File: config.mk
export PLATFORM = sky130hd
export DESIGN_NAME = rc3_lane
export DESIGN_NICKNAME = d
export VERILOG_FILES = /design/src/hw/rtl/rc3_pkg.sv /design/src/hw/rtl/rc3_lane.sv
export SDC_FILE = /design/constraint.sdc
export NUM_CORES = 2
export LEC_CHECK = 0
export ABC_AREA = 1
export BUFFER_PORTS_ARGS = -buffer_cell sky130_fd_sc_hd__buf_2
export CORE_ASPECT_RATIO = 1.25
export CORE_UTILIZATION = 65
export CTS_BUF_LIST = sky130_fd_sc_hd__clkbuf_8
export DETAILED_ROUTE_END_ITERATION = 8
export PLACE_DENSITY = 0.83
export SYNTH_ARGS = -nofsm -noshare
export SYNTH_HDL_FRONTEND = slang
export SYNTH_SLANG_ARGS = --single-unit
File: constraint.sdc
create_clock -name clk -period 6.3 [get_ports clk]
set_clock_uncertainty 0.05 [all_clocks]
set_input_delay 0.945 -clock clk [delete_from_list [all_inputs] [get_ports clk]]
set_output_delay 0.945 -clock clk [all_outputs]
set_load 0.005 [all_outputs]
File: src/hw/rtl/rc3_pkg.sv
`timescale 1ns / 1ps

package rc3_pkg;

  // Line store geometry
  localparam int MAX_WIDTH = 1024;
  localparam int ADDR_W    = $clog2(MAX_WIDTH);

  // Register indexes of the configuration port
  localparam logic [2:0] REG_WIDTH  = 3'd0;
  localparam logic [2:0] REG_HEIGHT = 3'd1;
  localparam logic [2:0] REG_MODE   = 3'd2;
  localparam logic [2:0] REG_ABS    = 3'd3;
  localparam logic [2:0] REG_KTOP   = 3'd4;
  localparam logic [2:0] REG_KMID   = 3'd5;
  localparam logic [2:0] REG_KBOT   = 3'd6;

  // Border modes
  localparam logic [1:0] MODE_ZERO  = 2'd0;
  localparam logic [1:0] MODE_REPL  = 2'd1;
  localparam logic [1:0] MODE_REFL  = 2'd2;
  localparam logic [1:0] MODE_R101  = 2'd3;

  // Tap select code that reads as zero
  localparam logic [1:0] SEL_ZERO   = 2'd3;

  typedef struct packed {
    logic       operation;
    logic [7:0] red_in;
    logic [7:0] green_in;
    logic [7:0] blue_in;
  } rc3_in_t;

  typedef struct packed {
    logic [7:0] red_out;
    logic [7:0] green_out;
    logic [7:0] blue_out;
    logic       frame_last;
  } rc3_out_t;

  // Stage load enables shared by the lanes
  typedef struct packed {
    logic s2;
    logic s3;
    logic s4;
  } rc3_ld_t;

  typedef logic [8:0][7:0]  rc3_taps_t;
  typedef logic [8:0][15:0] rc3_coefs_t;

endpackage

File: src/hw/rtl/rc3_lane.sv
`timescale 1ns / 1ps

module rc3_lane import rc3_pkg::*; (
  input  logic       clk,
  input  rc3_ld_t    ld,
  input  rc3_taps_t  taps,
  input  rc3_coefs_t coefs,
  input  logic       abs_en,
  output logic [7:0] result
);

  logic signed [24:0] prod_r [9];
  logic signed [26:0] psum_r [3];
  logic signed [28:0] sum_r;
  logic signed [29:0] mag;
  logic signed [29:0] rnd;

  // one multiplier per tap
  always_ff @(posedge clk) begin
    if (ld.s2) begin
      for (int i = 0; i < 9; i++) begin
        prod_r[i] <= $signed({1'b0, taps[i]}) * $signed(coefs[i]);
      end
    end
  end

  // row sums
  always_ff @(posedge clk) begin
    if (ld.s3) begin
      for (int i = 0; i < 3; i++) begin
        psum_r[i] <= 27'(prod_r[3*i]) + 27'(prod_r[3*i+1]) + 27'(prod_r[3*i+2]);
      end
    end
  end

  // full sum
  always_ff @(posedge clk) begin
    if (ld.s4) begin
      sum_r <= 29'(psum_r[0]) + 29'(psum_r[1]) + 29'(psum_r[2]);
    end
  end

  // optional magnitude, round half up on Q.12, clamp to a byte
  always_comb begin
    mag = 30'(sum_r);
    if (abs_en && mag < 0) begin
      mag = -mag;
    end
    rnd = mag + 30'sd2048;
    if (mag < 0) begin
      result = 8'd0;
    end else if (rnd[29:12] > 18'd255) begin
      result = 8'd255;
    end else begin
      result = rnd[19:12];
    end
  end

endmodule

==> summary.txt <==
Setup tns final - 0 ns
Ys async rst share - 0
Drt wl/cell - 16.0 µm
CTS Sinks - 335
Status - finished, violations left
Area delta synth->final - 4.70%
Share of cells above drive strength 1 - 0.0545
Fmax - 0.187 GHz
Synth area leaders - fa_1 34%, edfxtp_1 17%, inv_1 13%
Synth cell types - 53
Rel. slew slack - 0.318
Design Area, Final - 0.0635 mm²
CTS tree - built
Pwr Total - 36600 µW
Crit path DAT - 5.67 ns
Root Buffer - clkbuf_8
Max Root-Sink Buffers - 3
Routability cong. - 0.943
Syn. warnings - 0
Core footprint - 0.0920 mm²
Number of synthesized flops with an enable pin - 335
Failing checks - DRC
CTS Buf Count - 57
CP Data Required Time - 6.63 ns
Number of DRC markers in iteration 0 - 2969
Cell area power density - 577 mW/mm²
Met1 usage - 0.344
Detailed Route WL - 135000 µm
Hold Vio Cnt, Final - 0
Sequential-to-total area share from yosys stat - 0.166
Lkg Pwr - 0.0367 µW
Critical path capture point type - flip-flop
Layout Nets - 8999
H-tree depth - 2
Max cap viols - 0
Met2 global-route usage - 0.566
Final period util - 0.848
Area leader, netlist - fa_1
Vias per std cell - 5.32
Min Tclk post-route - 5.34 ns
Setup Buffers After CTS - 0
Placed cell areas - 0.0621 mm²
Total grt overflow - 0
# DRC - 28
DIE WIDTH - 275 µm
RSZ-0062 raised after global routing - false
Post-DP HPWL - 115000 µm
Fill count - 6992
Vias in the first global route - 48170
Largest net degree at the start of global routing - 116
Reg clk slew, reported paths - 0.07 ns
Port Buf Inserts - 228
Die height - 343 µm
# setup viols final - 0
Met3 global-route usage - 0.0310
Row count - 124
Post-synth top area share - 0.338
Vias - 44981
Ports - 229
Maximum vdd drop - 0.471 mV
Worst slew pin tran - 1.02 ns
R2R Setup Slk - 2.48 ns
Avg Inst Size Synth - 8.42 µm²
Critical path startpoint category - input port
Post-Synthesis Cells - 7203
Die area - 0.0945 mm²
Most used DFF post-synth - edfxtp_1
Antenna-violating nets left - 0
Max Transition Viols Final - 0
Synthesized netlist net count - 9001
Post-CTS sizing - 0
Global-route wire length before repair - 228000 µm
CP Max Fanout - 16
Slack of the critical path - 0.957 ns
Min-Delay Path Class - in2reg
Total track usage - 0.300
Pre-Repair DR Iteration Count - 9
Initial Utilization - 0.659
Antenna violations before repair - 13
Post-synthesis register bit count - 335
Synthesized area - 0.0606 mm²
Worst skew pair latency - 0.63 ns
Worst slack, placed - 0.363 ns
CTS Hold Bufs - 0
Crit Path Class - in2reg
Busiest grt layer - met2
-- final timing paths --
path                        from             end  cells past startpoint
hold reg to reg   prod_r[0][101]   psum_r[0][28]                      2
hold / removal         coefs[64]  prod_r[0][100]                      3
setup / recovery        taps[64]  prod_r[0][221]                     19
setup reg to reg    prod_r[0][1]   psum_r[0][25]                     15
-- power breakdown --
| group | switching [µW] | internal [µW] | total, µW |
|---|---|---|---|
| combinational | 17100 | 10900 | 27900 |
| sequential | 982 | 5470 | 6450 |
| clock | 946 | 1330 | 2270 |
| total | 19000 | 17700 | 36600 |
-- critical path, cell delays in order --
cell and delay, ns:
buf_2 0.27, nand2_1 0.13, fa_1 0.54, inv_1 0.05, fa_1 0.47, fa_1 0.56, inv_1 0.06, fa_1 0.48
inv_1 0.04, ha_1 0.33, a21oi_1 0.19, o21ai_0 0.17, a21oi_1 0.28, inv_1 0.07, a21oi_1 0.22, o21ai_0 0.17
a21boi_0 0.31, o21ai_0 0.18, xor2_1 0.17
-- metrics by stage --
step	utilization	hold slack (ns)	cells
6_report	0.690	0.691	8456
5_1_grt	0.690	0.689	8454
4_1_cts	0.690	0.637	8446
3_5_place_dp	0.675	0.663	8339
3_3_place_gp	0.675	0.676	8339
2_1_floorplan	-	0.630	7203
-- placed cells by master, fill, tap and decap left out, types with 24 or more instances in the layout --
| master | synthesis | routed |
|---|---|---|
| xor2_1 | 180 | 180 |
| nor2_1 | 126 | 126 |
| xnor2_1 | 131 | 131 |
| fa_1 | 1024 | 1024 |
| nand3_1 | 101 | 101 |
| clkbuf_8 | 0 | 60 |
| edfxtp_1 | 335 | 335 |
| nand2_2 | 24 | 24 |
| buf_2 | 1 | 226 |
| o21ai_0 | 135 | 135 |
| a21oi_1 | 313 | 313 |
| ha_1 | 553 | 553 |
| inv_1 | 2147 | 2160 |
| nand2_1 | 1583 | 1583 |
| nand4_1 | 28 | 28 |
-- logic make-up after synthesis --
kind of cell    count (synthesis)  share of synthesized area
buf+inv                      2446                      0.153
flops                         335                      0.166
fa+ha+maj                    1577                      0.452
xor+xnor                      311                     0.0449
compound gates                589                     0.0538
simple gates                 1945                      0.131
-- cell type report --
class / count / area, µm² / share of cell area
diodes: 10 / 25.0 / 0.000394
well taps: 1197 / 1500 / 0.0236
clock inverters: 48 / 494 / 0.00779
inverters: 2155 / 8090 / 0.127
multi-input cells: 4422 / 41300 / 0.651
flip-flops and latches: 335 / 10100 / 0.158
clock buffers: 59 / 812 / 0.0128
repair buffers: 230 / 1180 / 0.0186
-- metal layers --
layer  up-vias  wire [µm]
met5         -         35
met4         8       5650
met3       377       7060
met2      1424      73300
met1     22121      49300
li1      21051          -
-- Yosys cell counts, drive strengths merged (2+ instances only) --
library cell and n:
inv 2154, nand2 1616, fa 1024, ha 553, edfxtp 335, a21oi 313, clkbuf 288, xor2 180
o21ai 156, nor2 155, xnor2 131, nand3 107, nand4 28, a21boi 20, o21a 19, a31oi 18
a21o 15, nor3 13, o21bai 12, nor4 10, o211ai 9, o31ai 9, nand3b 8, o221ai 7
and2 5, buf 3, o211a 2, o311ai 2, or2 2
-- sequential cells by signal, indices dropped and copies added (netlist names) --
register,count
prod_r,225
sum_r,29
psum_r,81
No activity file was read; power rests on OpenSTA's default activity.
